==> config.mk <==
export PLATFORM = sky130hd
export DESIGN_NAME = masked_bar_pixel_writer_unit
export DESIGN_NICKNAME = d
export VERILOG_FILES = /design/src/rtl/mbpw_pkg.sv /design/src/rtl/mbpw_check.sv /design/src/rtl/mbpw_lane.sv /design/src/rtl/mbpw_merge.sv /design/src/rtl/masked_bar_pixel_writer_unit.sv
export VERILOG_INCLUDE_DIRS = /design/src /design/src/rtl
export SDC_FILE = /design/constraint.sdc
export NUM_CORES = 2
export LEC_CHECK = 0
export BUFFER_PORTS_ARGS = -buffer_cell sky130_fd_sc_hd__buf_2
export CAP_MARGIN = 40
export CELL_PAD_IN_SITES_DETAIL_PLACEMENT = 0
export CELL_PAD_IN_SITES_GLOBAL_PLACEMENT = 2
export CORE_MARGIN = 1
export CORE_UTILIZATION = 46
export CTS_BUF_LIST = sky130_fd_sc_hd__clkbuf_8
export DETAILED_ROUTE_END_ITERATION = 7
export HOLD_SLACK_MARGIN = 0.15
export PLACE_DENSITY = 0.88
export SYNTH_ARGS = -nofsm -noshare
export SYNTH_HDL_FRONTEND = slang
export SYNTH_SLANG_ARGS = --single-unit
==> constraint.sdc <==
create_clock -name clock -period 42.5 [get_ports clock]
set_input_delay 6.375 -clock clock [delete_from_list [all_inputs] [get_ports clock]]
set_output_delay 6.375 -clock clock [all_outputs]
set_load 0.005 [all_outputs]
==> src/rtl/masked_bar_pixel_writer_unit_macros.svh <==
// Assertion macros for the masked bar pixel writer.
// Used by the top level only; no other dependencies.
`ifndef MASKED_BAR_PIXEL_WRITER_UNIT_MACROS_SVH
`define MASKED_BAR_PIXEL_WRITER_UNIT_MACROS_SVH

// same-cycle implication
`define MBPW_ASSERT_IMP(label, clk, rst, ante, cons) \
   label: assert property (@(posedge clk) disable iff (rst) (ante) |-> (cons)) \
      else $error("masked bar pixel writer: same-cycle check failed");

// next-cycle implication
`define MBPW_ASSERT_NXT(label, clk, rst, ante, cons) \
   label: assert property (@(posedge clk) disable iff (rst) (ante) |=> (cons)) \
      else $error("masked bar pixel writer: next-cycle check failed");

`endif

==> src/rtl/mbpw_pkg.sv <==
// Shared types, constants and colour expansion for the masked bar pixel writer.
// No dependencies.
`default_nettype none

package mbpw_pkg;

   localparam int unsigned BAR_PIXELS  = 8;   // pixels emitted per bar, 1..8
   localparam int unsigned BAR_STRIDE  = 8;   // storage slots per bar
   localparam int unsigned NUM_BARS    = 2;
   localparam int unsigned NUM_COLOURS = 8;
   localparam int unsigned MAP_FIELDS  = 8;

   localparam logic [7:0]  FIRST_ZONE_RESET = 8'd0;
   localparam logic [23:0] POS_MAP_RESET    = 24'hFAC688;   // identity map

   localparam logic CMD_SET_PIXELS = 1'b0;
   localparam logic CMD_SHUTDOWN   = 1'b1;

   localparam logic REG_FIRST_BAR_ZONE = 1'b0;
   localparam logic REG_POSITION_MAP   = 1'b1;

   // reciprocals for channel * 255 / max, exact over the channel range
   localparam int unsigned R5_SHIFT = 18;
   localparam int unsigned R5_RECIP = (2**R5_SHIFT + 30) / 31;
   localparam int unsigned R5_MUL   = 255 * R5_RECIP;
   localparam int unsigned R6_SHIFT = 20;
   localparam int unsigned R6_RECIP = (2**R6_SHIFT + 62) / 63;
   localparam int unsigned R6_MUL   = 255 * R6_RECIP;

   typedef enum logic [2:0] {
      ST_WRITTEN    = 3'd0,
      ST_RELEASED   = 3'd1,
      ST_BAD_ZONE   = 3'd2,
      ST_MASK_HIGH  = 3'd3,
      ST_BAD_LENGTH = 3'd4,
      ST_SHUTDOWN   = 3'd5
   } status_type;

   typedef enum logic [1:0] {
      S_IDLE,
      S_LANE,
      S_MERGE,
      S_EMIT
   } state_type;

   typedef logic [23:0] rgb_type;
   typedef logic [15:0] colour_type;
   typedef colour_type [NUM_COLOURS-1:0] colour_vec_type;
   typedef rgb_type [BAR_STRIDE-1:0] row_type;

   typedef struct packed {
      logic       en;
      logic [2:0] phys;
      rgb_type    rgb;
   } lane_type;

   typedef lane_type [BAR_PIXELS-1:0] lane_vec_type;

   typedef struct packed {
      status_type status;
      logic       bar;
      logic       write;
   } check_type;

   function automatic logic [7:0] expand5(input logic [4:0] c);
      logic [26:0] prod;
      prod = 27'(c) * 27'(R5_MUL);
      return prod[R5_SHIFT+7:R5_SHIFT];
   endfunction

   function automatic logic [7:0] expand6(input logic [5:0] c);
      logic [28:0] prod;
      prod = 29'(c) * 29'(R6_MUL);
      return prod[R6_SHIFT+7:R6_SHIFT];
   endfunction

   function automatic rgb_type expand565(input colour_type c);
      return {expand5(c[15:11]), expand6(c[10:5]), expand5(c[4:0])};
   endfunction

endpackage

`default_nettype wire

==> src/rtl/mbpw_check.sv <==
// Command decode and validation: zone match, mask and length checks.
// Depends on mbpw_pkg.
`default_nettype none

module mbpw_check (
   input  logic                 command,
   input  logic [7:0]           zone,
   input  logic [15:0]          mask,
   input  logic [7:0]           length_bytes,
   input  logic [7:0]           first_zone,
   output mbpw_pkg::check_type  chk
);
   import mbpw_pkg::*;

   logic [3:0] count;
   logic [8:0] zone_b;
   logic       is_a;
   logic       is_b;

   always_comb begin
      count = '0;
      for (int j = 0; j < BAR_PIXELS; j++) begin
         if (mask[j]) count = count + 4'd1;
      end
      zone_b = {1'b0, first_zone} + 9'd1;   // no wrap: no bar B at 255
      is_a   = (zone == first_zone);
      is_b   = ({1'b0, zone} == zone_b);

      chk.status = ST_BAD_ZONE;
      chk.bar    = 1'b0;
      chk.write  = 1'b0;
      if (command == CMD_SHUTDOWN) begin
         chk.status = ST_SHUTDOWN;
      end else if (is_a || is_b) begin
         chk.bar = !is_a;
         if (mask[15:8] != '0) begin
            chk.status = ST_MASK_HIGH;
         end else if (length_bytes != {3'b0, count, 1'b0}) begin
            chk.status = ST_BAD_LENGTH;
         end else if (mask == '0) begin
            chk.status = ST_RELEASED;
         end else begin
            chk.status = ST_WRITTEN;
            chk.write  = 1'b1;
         end
      end
   end

endmodule

`default_nettype wire

==> src/rtl/mbpw_lane.sv <==
// One position lane: rank among set mask bits, colour pick, expand, map.
// Depends on mbpw_pkg.
`default_nettype none

module mbpw_lane (
   input  logic [2:0]               lane_idx,
   input  logic [7:0]               mask_low,
   input  mbpw_pkg::colour_vec_type colours,
   input  logic [23:0]              position_map,
   output mbpw_pkg::lane_type       lane
);
   import mbpw_pkg::*;

   logic [MAP_FIELDS-1:0][2:0] map_fields;
   logic [2:0]                 rank;

   assign map_fields = position_map;

   always_comb begin
      // rank = set bits below this position = which colour word it takes
      rank = '0;
      for (int j = 0; j < BAR_PIXELS; j++) begin
         if ((3'(j) < lane_idx) && mask_low[j]) rank = rank + 3'd1;
      end
      lane.phys = map_fields[lane_idx];
      lane.en   = mask_low[lane_idx] && ({1'b0, map_fields[lane_idx]} < 4'(BAR_PIXELS));
      lane.rgb  = expand565(colours[rank]);
   end

endmodule

`default_nettype wire

==> src/rtl/mbpw_merge.sv <==
// Merges lane writes into one bar row; higher positions win on collision.
// Depends on mbpw_pkg.
`default_nettype none

module mbpw_merge (
   input  mbpw_pkg::lane_vec_type lanes,
   input  mbpw_pkg::row_type      old_row,
   input  logic                   written,
   output mbpw_pkg::row_type      new_row
);
   import mbpw_pkg::*;

   always_comb begin
      for (int p = 0; p < BAR_STRIDE; p++) begin
         new_row[p] = written ? old_row[p] : '0;   // unwritten bar starts black
         for (int l = 0; l < BAR_PIXELS; l++) begin
            if (lanes[l].en && (lanes[l].phys == 3'(p))) new_row[p] = lanes[l].rgb;
         end
      end
   end

endmodule

`default_nettype wire

==> src/rtl/masked_bar_pixel_writer_unit.sv <==
// Top level of the masked bar pixel writer: control, pixel store, output register.
// Depends on mbpw_pkg, mbpw_check, mbpw_lane, mbpw_merge and the macros header.
`default_nettype none
`include "masked_bar_pixel_writer_unit_macros.svh"

// Channel  Dir  Handshake            Word
// req_     in   req_valid/req_stall  command, zone, mask, length, eight RGB565 colours
// rsp_     out  rsp_valid/rsp_stall  status, bar, pixel index, RGB888, last
// csr_     in   csr_write            register index and data, no read-back
//
// A set-pixels word that writes passes the lane, merge and emit states before
// the next word can be accepted, one result per cycle going into the output
// register when it is free. Status-only words return to idle from the lane state.
// Output stalls hold the emit counter; the final result can sit in the output
// register while the next word is accepted. Reset clears both bars to black
// and both written marks, and returns the configuration registers to zone 0
// and the identity position map.

module masked_bar_pixel_writer_unit (
   input  logic        clock,
   input  logic        reset,

   input  logic        req_valid,
   output logic        req_stall,
   input  logic        req_command,
   input  logic [7:0]  req_zone,
   input  logic [15:0] req_mask,
   input  logic [7:0]  req_length_bytes,
   input  logic [15:0] req_colour_0,
   input  logic [15:0] req_colour_1,
   input  logic [15:0] req_colour_2,
   input  logic [15:0] req_colour_3,
   input  logic [15:0] req_colour_4,
   input  logic [15:0] req_colour_5,
   input  logic [15:0] req_colour_6,
   input  logic [15:0] req_colour_7,

   output logic        rsp_valid,
   input  logic        rsp_stall,
   output logic [2:0]  rsp_status,
   output logic        rsp_bar,
   output logic [2:0]  rsp_pixel_index,
   output logic [7:0]  rsp_red,
   output logic [7:0]  rsp_green,
   output logic [7:0]  rsp_blue,
   output logic        rsp_last,

   input  logic        csr_write,
   input  logic        csr_index,
   input  logic [23:0] csr_wdata
);
   import mbpw_pkg::*;

   localparam logic [2:0] LAST_PIX = 3'(BAR_PIXELS - 1);

   // control
   state_type      state_ff, state_in;
   logic [2:0]     cnt_ff, cnt_in;
   logic           req_accept;
   logic           out_free;
   logic           load_status;
   logic           load_pixel;
   logic           do_merge;

   // configuration
   logic [7:0]     first_zone_ff;
   logic [23:0]    pos_map_ff;

   // captured word
   logic           cmd_ff;
   logic [7:0]     zone_ff;
   logic [15:0]    mask_ff;
   logic [7:0]     len_ff;
   colour_vec_type colours_ff;

   // lanes, merge, store
   check_type      chk;
   lane_vec_type   lanes_w;
   lane_vec_type   lanes_ff;
   row_type        merged_row;
   row_type        pix_ff [NUM_BARS];
   logic [NUM_BARS-1:0] written_ff;

   // output register
   logic           rsp_valid_ff;
   status_type     rsp_status_ff;
   logic           rsp_bar_ff;
   logic [2:0]     rsp_pixel_index_ff;
   rgb_type        rsp_rgb_ff;
   logic           rsp_last_ff;

   // check terms
   logic           rsp_status_only;
   logic           rsp_status_shape;
   logic           emit_start;

   assign req_stall  = (state_ff != S_IDLE);
   assign req_accept = req_valid && !req_stall;
   assign out_free   = !rsp_valid_ff || !rsp_stall;

   mbpw_check u_check (
      .command      (cmd_ff),
      .zone         (zone_ff),
      .mask         (mask_ff),
      .length_bytes (len_ff),
      .first_zone   (first_zone_ff),
      .chk          (chk)
   );

   for (genvar i = 0; i < BAR_PIXELS; i++) begin : g_lane
      mbpw_lane u_lane (
         .lane_idx     (3'(i)),
         .mask_low     (mask_ff[7:0]),
         .colours      (colours_ff),
         .position_map (pos_map_ff),
         .lane         (lanes_w[i])
      );
   end

   mbpw_merge u_merge (
      .lanes   (lanes_ff),
      .old_row (pix_ff[chk.bar]),
      .written (written_ff[chk.bar]),
      .new_row (merged_row)
   );

   // next state and step controls
   always_comb begin
      state_in    = state_ff;
      cnt_in      = cnt_ff;
      load_status = 1'b0;
      load_pixel  = 1'b0;
      do_merge    = 1'b0;
      unique case (state_ff)
         S_IDLE: begin
            if (req_accept) state_in = S_LANE;
         end
         S_LANE: begin
            if (chk.write) begin
               state_in = S_MERGE;
            end else if (out_free) begin
               load_status = 1'b1;
               state_in    = S_IDLE;
            end
         end
         S_MERGE: begin
            do_merge = 1'b1;
            cnt_in   = '0;
            state_in = S_EMIT;
         end
         S_EMIT: begin
            if (out_free) begin
               load_pixel = 1'b1;
               cnt_in     = cnt_ff + 3'd1;
               if (cnt_ff == LAST_PIX) state_in = S_IDLE;
            end
         end
         default: state_in = S_IDLE;
      endcase
   end

   always_ff @(posedge clock) begin
      if (reset) begin
         state_ff <= S_IDLE;
         cnt_ff   <= '0;
      end else begin
         state_ff <= state_in;
         cnt_ff   <= cnt_in;
      end
   end

   // configuration writes
   always_ff @(posedge clock) begin
      if (reset) begin
         first_zone_ff <= FIRST_ZONE_RESET;
         pos_map_ff    <= POS_MAP_RESET;
      end else if (csr_write) begin
         unique case (csr_index)
            REG_FIRST_BAR_ZONE: first_zone_ff <= csr_wdata[7:0];
            REG_POSITION_MAP:   pos_map_ff    <= csr_wdata;
            default:            ;
         endcase
      end
   end

   // word capture and lane register (payload, no reset)
   always_ff @(posedge clock) begin
      if (req_accept) begin
         cmd_ff     <= req_command;
         zone_ff    <= req_zone;
         mask_ff    <= req_mask;
         len_ff     <= req_length_bytes;
         colours_ff <= {req_colour_7, req_colour_6, req_colour_5, req_colour_4,
                        req_colour_3, req_colour_2, req_colour_1, req_colour_0};
      end
      if (state_ff == S_LANE) lanes_ff <= lanes_w;
   end

   // pixel store and written marks
   always_ff @(posedge clock) begin
      if (reset) begin
         for (int b = 0; b < NUM_BARS; b++) pix_ff[b] <= '0;
         written_ff <= '0;
      end else if (do_merge) begin
         pix_ff[chk.bar]     <= merged_row;
         written_ff[chk.bar] <= 1'b1;
      end else if (load_status) begin
         if (chk.status == ST_SHUTDOWN) begin
            for (int b = 0; b < NUM_BARS; b++) pix_ff[b] <= '0;
            written_ff <= '0;
         end else if (chk.status == ST_RELEASED) begin
            written_ff[chk.bar] <= 1'b0;
         end
      end
   end

   // output register
   always_ff @(posedge clock) begin
      if (reset) begin
         rsp_valid_ff <= 1'b0;
      end else if (load_status || load_pixel) begin
         rsp_valid_ff <= 1'b1;
      end else if (!rsp_stall) begin
         rsp_valid_ff <= 1'b0;
      end
   end

   always_ff @(posedge clock) begin
      if (load_status) begin
         rsp_status_ff      <= chk.status;
         rsp_bar_ff         <= chk.bar;
         rsp_pixel_index_ff <= '0;
         rsp_rgb_ff         <= '0;
         rsp_last_ff        <= 1'b1;
      end else if (load_pixel) begin
         rsp_status_ff      <= ST_WRITTEN;
         rsp_bar_ff         <= chk.bar;
         rsp_pixel_index_ff <= cnt_ff;
         rsp_rgb_ff         <= pix_ff[chk.bar][cnt_ff];
         rsp_last_ff        <= (cnt_ff == LAST_PIX);
      end
   end

   assign rsp_valid       = rsp_valid_ff;
   assign rsp_status      = rsp_status_ff;
   assign rsp_bar         = rsp_bar_ff;
   assign rsp_pixel_index = rsp_pixel_index_ff;
   assign rsp_red         = rsp_rgb_ff[23:16];
   assign rsp_green       = rsp_rgb_ff[15:8];
   assign rsp_blue        = rsp_rgb_ff[7:0];
   assign rsp_last        = rsp_last_ff;

   // checks
   assign rsp_status_only  = rsp_valid && (rsp_status != ST_WRITTEN);
   assign rsp_status_shape = rsp_last && (rsp_pixel_index == 3'd0) && (rsp_red == 8'd0);
   assign emit_start       = written_ff[chk.bar] && (state_ff == S_EMIT) && (cnt_ff == 3'd0);

   `MBPW_ASSERT_NXT(a_accept_to_lane, clock, reset, req_accept, state_ff == S_LANE)
   `MBPW_ASSERT_IMP(a_status_only_shape, clock, reset, rsp_status_only, rsp_status_shape)
   `MBPW_ASSERT_NXT(a_merge_marks_bar, clock, reset, state_ff == S_MERGE, emit_start)

endmodule

`default_nettype wire

# Yosys cells after proc, flatten, opt, wreduce, memory -nomap -nowiden
# Memories as Yosys holds them, arrays and structs flattened.
# Index checks and enable logic that the tools add are counted.
totals:
  register_bits: 457
  latch_bits: 0
  mem_bits_rw: 384
  romBits: 0
  input_bits: 191
  out_inout_bits: 34
  memories: 1
classes:
  add_sub_neg: 15
  multipliers: 24
  div_mod_pow: 0
  order_cmp: 10
  eq_ne: 70
  n_shift: 0
  mux: 154
  bitwise: 6
  n_reduce_logical: 95
memory_table:
  columns: ["name", "words", "word_bits", "rd", "rd_clocked_by_memory_dff", "wr", "line", "source"]
  rows:
  - ["pix_ff", 2, 192, 1, 0, 2, "masked_bar_pixel_writer_unit.sv:81", "row_type pix_ff [NUM_BARS];"]
op_table:
  columns: ["operator", "n"]
  rows:
  - ["2-to-1 mux 24 bit", 73]
  - ["2-to-1 mux 192 bit", 3]
  - ["multiplier 5 x 22 -> 26 bit, second input constant", 16]
  - ["binary-select mux 16 bit (select 3 bit)", 7]
  - ["multiplier 6 x 23 -> 28 bit, second input constant", 8]
  - ["OR reduction 192 bit", 1]
  - ["2-to-1 mux 16 bit", 7]
  - ["== test 3 bit, second input constant", 34]
  - ["binary-select mux 24 bit (select 3 bit)", 1]
  - ["logical AND 1 bit", 66]
  - ["== test 3 x 2 -> 1 bit, second input constant", 16]
  - ["2-to-1 mux 3 bit", 12]
  - ["less-than comparator 3 x 4 -> 1 bit, second input constant", 8]
  - ["2-to-1 mux 1 bit", 30]
  - ["2-to-1 mux 4 bit", 7]
  - ["== test 3 x 1 -> 1 bit, second input constant", 9]
  - ["adder 4 x 1 -> 4 bit, second input constant", 6]
  - ["logical NOT 3 bit", 8]
  - ["adder 3 x 1 -> 3 bit, second input constant", 7]
  - ["2-to-1 mux 2 bit", 10]
  - ["logical NOT 16 bit", 1]
  - ["adder 8 x 1 -> 9 bit, second input constant", 1]
  - ["== test 8 x 9 -> 1 bit", 1]
  - ["== test 8 bit", 1]
  - ["26 further kinds", 41]

# Depth between registers and ports, before layout
logic_depth:
  word_depth: 32
  ltp_mapped: 53
  mapped_depth_nobuf: 42

# By module
# From an unflattened synthesis, not the netlist that was laid out.
hier_totals:
  cells_unflattened: 9910
  hier_area_um2: 96533.8
by_module_without_submodules:
  columns: ["module", "instances", "cells_per_inst", "area_each_um2", "seq_area_each_um2"]
  rows:
  - ["masked_bar_pixel_writer_unit", 1, 1803, 31682.9, 24573.6]
  - ["mbpw_merge", 1, 2698, 16015.4, 0.0]
  - ["mbpw_lane (g_lane[1].u_lane ...)", 2, 755, 6095.8, 0.0]
  - ["mbpw_lane (g_lane[3].u_lane ...)", 2, 610, 5806.8, 0.0]
  - ["mbpw_lane (g_lane[5].u_lane)", 1, 668, 6226.0, 0.0]
  - ["mbpw_lane (g_lane[0].u_lane)", 1, 666, 6100.9, 0.0]
  - ["mbpw_lane (g_lane[7].u_lane)", 1, 627, 5998.3, 0.0]
  - ["mbpw_lane (g_lane[6].u_lane)", 1, 582, 5672.9, 0.0]
  - ["mbpw_check", 1, 136, 1032.2, 0.0]

# Worst setup path after synthesis
# No wires, ideal clock.
synth_timing:
  path_kind: "flip-flop to flip-flop"
  from: "reg mask_ff[0]"
  to: "mem pix_ff[1][0] (netlist bit), enable pin"
  setup_time_ns: 1.548
  t_arrival_ns: 13.019
  t_required_ns: 40.952
  setup_slack_ns: 27.933
  stages_incl_launch_ff: 41
  n_path_buf: 14
  cell_sequence: "edfxtp_1 buf_1 buf_1 inv_1 ha_1 buf_2 xnor2_1 clkbuf_1 clkinv_1 ha_1 nand2_1 o31ai_2 buf_2 buf_1 ha_1 nand2_1 o311a_2 inv_2 [... 5 more ...] inv_1 buf_1 ha_1 nand2_1 o21a_1 inv_2 clkbuf_1 clkbuf_1 clkbuf_1 ha_1 mux2i_1 xnor2_1 nor4_2 nand3_1 and3_1 clkbuf_1 a21oi_1 nand2_1"
synth_rtl:
  columns: ["element", "line", "source"]
  rows:
  - ["from (decl)", "masked_bar_pixel_writer_unit.sv:72", "logic [15:0] mask_ff;"]
  - ["from (signal assigned)", "masked_bar_pixel_writer_unit.sv:191", "mask_ff <= req_mask;"]
  - ["to (decl)", "masked_bar_pixel_writer_unit.sv:81", null]

==> summary.txt <==
Outcome
  – Status: finished with violations
  – Violated checks: DRC

Routing
  – Number of DRC markers in iteration 0: 11000
  – # DRC: 32
  – Routed Antenna Nets: 0
  – DR WL/cell: 31.8 µm
  – Drt first pass iters: 8
  – Via density: 6.63
  – Total number of vias: 78200
  – Total wire length: 375000 µm

Finish
  – Area growth, synth to finish: 8.39%
  – Post-Layout Cell Count: 11800
  – Final Util: 50.3%
  – Proportion of layout cells with a drive suffix above 1: 11.8%
  – Nets: 10700

Pwr
  – Power per standard cell area: 86.7 mW/mm²
  – Pleak: 39.9 nW
  – Worst VDD drop: 154 µV

Floorplanning
  – Starting Density: 46.4%
  – Core footprint: 0.188 mm²
  – Core Rows: 159
  – Die ar.: 0.191 mm²
  – Die Y: 437 µm
  – # IOs: 225
  – Die Width: 437 µm

Clocking
  – CTS Buf Count: 164
  – Worst-Skew Late Latency: 1.01 ns
  – Post-cts sizing count: 0
  – Clk slew on worst S/H paths: 0.06 ns
  – TritonCTS clock tree: built
  – Postcts setup bufs: 0
  – # clock sinks: 841
  – # hold bufs at CTS: 0
  – H-tree levels: 4
  – Clock buffer depth: 3
  – CTS Root Buffer Type: clkbuf_8

STA
  – Fmax: 82.0 MHz
  – Final setup viols: 0
  – Setup tns final: 0 ns
  – Worst setup margin: 30.31 ns
  – Unrepaired setup endpoints after global routing: no
  – Max_slew headroom: 0.456%
  – Final hold vios: 0
  – Fin crit share: 28.7%
  – Slew Limit Fails: 0
  – Clock skew: 0.0876 ns
  – Least-Margin Pin Slew: 1.49 ns
  – Final min period: 12.19 ns

Synthesis
  – Synth unique cells: 109
  – EDFF count, synth: 773
  – Synth area leader: edfxtp_1
  – Most area-consuming cells after synthesis: edfxtp_1 (27%), ha_1 (13%), fa_1 (10%)
  – Flops & latches, synth: 841
  – Synth top cells by count: nand2_1 (1022), ha_1 (891), edfxtp_1 (773)
  – Cell area after synthesis: 0.0872 mm²
  – Post-synthesis sequential area ratio: 28.2%
  – Synth Flop Type: edfxtp_1
  – Cells after Synth: 9327
  – Count leader, synth: nand2_1
  – FFs w/ async S/R, synth: 0%
  – Syn_area_per_cell: 9.35 µm²
  – Share of the synthesized area in the top cell type: 26.6%
  – Synth warnings: 0
  – Syn nets: 10800

Place
  – Estimated wirelength of the detail-placed design: 257000 µm
  – RD Place Congestion: 0.989
  – Placed Cells: 11500
  – I/O Buffers: 224
  – Place WS: 30.21 ns

Global routing
  – Antenna violations before repair: 28
  – Global-route wire length before repair: 537000 µm
  – Largest net degree at the start of global routing: 166
  – Vias in the first global route: 75600
  – Total grt overflow: 0
  – GRT Resource Usage Total: 38.6%

Worst setup path
  – Flop2flop setup slack: 30.31 ns
  – Critical Path Sink Type: register
  – CP max FO: 48
  – Worst Setup Start Kind: register
  – WS Path Type: reg -> reg
  – Critical path's most frequent cell: nand2_1
  – Worst r2r src: mask_ff[0]$_DFFE_PP_
  – Reg2Reg Capture Point: lanes_ff[211]$_DFFE_PP_
  – CP endpoint: lanes_ff[211]$_DFFE_PP_
  – Critical Path Source: mask_ff[0]$_DFFE_PP_
  – Req. time, crit path: 43.21 ns
  – Worst EP arrival: 12.90 ns
  – Max stage delay cell, worst path: ha_2
  – CP peak stage delay: 0.86 ns
  – Depth of the worst register-to-register path: 39

Worst hold path
  – Hold path cells: 0
  – Hold Path Class: reg -> reg

Run
  – Max-cap violations: 0
## area by class of cell
class,instances,area (µm²)
clock inverter,131,996
antenna,8,20.0
sequential,841,24600
tap,2495,3120
clock buffer,170,2340
timing repair buffer,445,3320
inverter,740,2800
multi-input combinational,6968,57400
fill,17300,93400
## cell usage in the layout, fill, tap and decap left out, types with 54 or more instances in the layout
| cell | n |
|---|---|
| mux4_2 | 203 |
| a22oi_1 | 170 |
| ha_1 | 889 |
| buf_2 | 227 |
| nor2b_1 | 207 |
| inv_1 | 768 |
| buf_4 | 180 |
| nor3_1 | 190 |
| a21o_1 | 342 |
| o31a_1 | 147 |
| o211ai_1 | 54 |
| a211o_1 | 78 |
| nand3_1 | 152 |
| a21oi_1 | 328 |
| clkbuf_8 | 170 |
| fa_1 | 440 |
| o21ai_0 | 303 |
| nand2_1 | 1014 |
| mux2i_1 | 115 |
| and2_1 | 188 |
| a211oi_1 | 55 |
| xnor2_1 | 156 |
| a31oi_1 | 385 |
| dfxtp_1 | 64 |
| nor2_1 | 677 |
| edfxtp_1 | 773 |
| a311oi_1 | 159 |
## per-stage QoR
stage          hold slack [ns]  instance area (µm²)  total power, mW
4_1_cts                  0.429                94400             8.19
3_3_place_gp             0.415                90400             7.15
2_1_floorplan            0.408                87200             5.64
5_1_grt                  0.447                94500             9.15
6_report                 0.427                94600             8.20
3_5_place_dp             0.416                91100             7.29
## sequential cells by signal, summed over array words and instances (netlist names), 8 cells and up, named ones only
signal and cells:
colours_ff 128, mask_ff 16, len_ff 8, zone_ff 8, first_zone_ff 8, pos_map_ff 24
lanes_ff 224, rsp_rgb_ff 24, pix_ff 384
## cell families (layout without fill, tap and decap cells)
| family | Yosys count | count (layout) | share of synthesized area [%] |
|---|---|---|---|
| AND/OR/NAND/NOR | 2733 | 2733 | 14.3 |
| AO/OA/AOI/OAI | 2344 | 2344 | 18.7 |
| buffers and inverters | 1518 | 1486 | 6.69 |
| adder cells (fa/ha/maj) | 1331 | 1331 | 22.9 |
| flip-flops | 841 | 841 | 28.2 |
| multiplexers | 360 | 360 | 7.12 |
| XOR/XNOR | 200 | 200 | 2.13 |
| other | 0 | 8 | 0 |
## how the worst min path moves through the flow
stage                                start                       to  slack [ns]
3_5_place_dp    pos_map_ff[6]$_SDFFE_PP0P_   lanes_ff[80]$_DFFE_PP_        0.42
2_1_floorplan   pos_map_ff[9]$_SDFFE_PP1P_  lanes_ff[108]$_DFFE_PP_        0.41
4_1_cts        pos_map_ff[13]$_SDFFE_PP0P_  lanes_ff[137]$_DFFE_PP_        0.43
5_1_grt        pos_map_ff[13]$_SDFFE_PP0P_  lanes_ff[137]$_DFFE_PP_        0.45
3_3_place_gp   pos_map_ff[13]$_SDFFE_PP0P_  lanes_ff[137]$_DFFE_PP_        0.42
6_report       pos_map_ff[20]$_SDFFE_PP1P_  lanes_ff[194]$_DFFE_PP_        0.43
## worst max-delay path: cells and delay by family (launching register included)
| kind | cells | cell delay, ns |
|---|---|---|
| mux | 1 | 0.19 |
| compound gates | 11 | 2.72 |
| xor+xnor | 1 | 0.07 |
| fa+ha+maj | 8 | 3.94 |
| simple gates | 10 | 1.92 |
| flops | 1 | 0.32 |
| buf+inv | 8 | 2.68 |
## per-layer routing
layer,vias up,track usage [%],wire [µm]
li1,33400,-,-
met1,37800,48.9,140000
met2,5546,56.9,157000
met3,1461,11.9,48300
met4,16,24.6,29100
met5,-,0,138
## power breakdown
| group | total, mW | leakage [nW] | internal, mW | switching [mW] |
|---|---|---|---|---|
| sequential | 1.33 | 8.26 | 1.06 | 0.268 |
| clock | 0.857 | 1.86 | 0.443 | 0.414 |
| combinational | 6.02 | 29.8 | 2.54 | 3.47 |
Note: power is estimated with default switching activity, not from simulation.
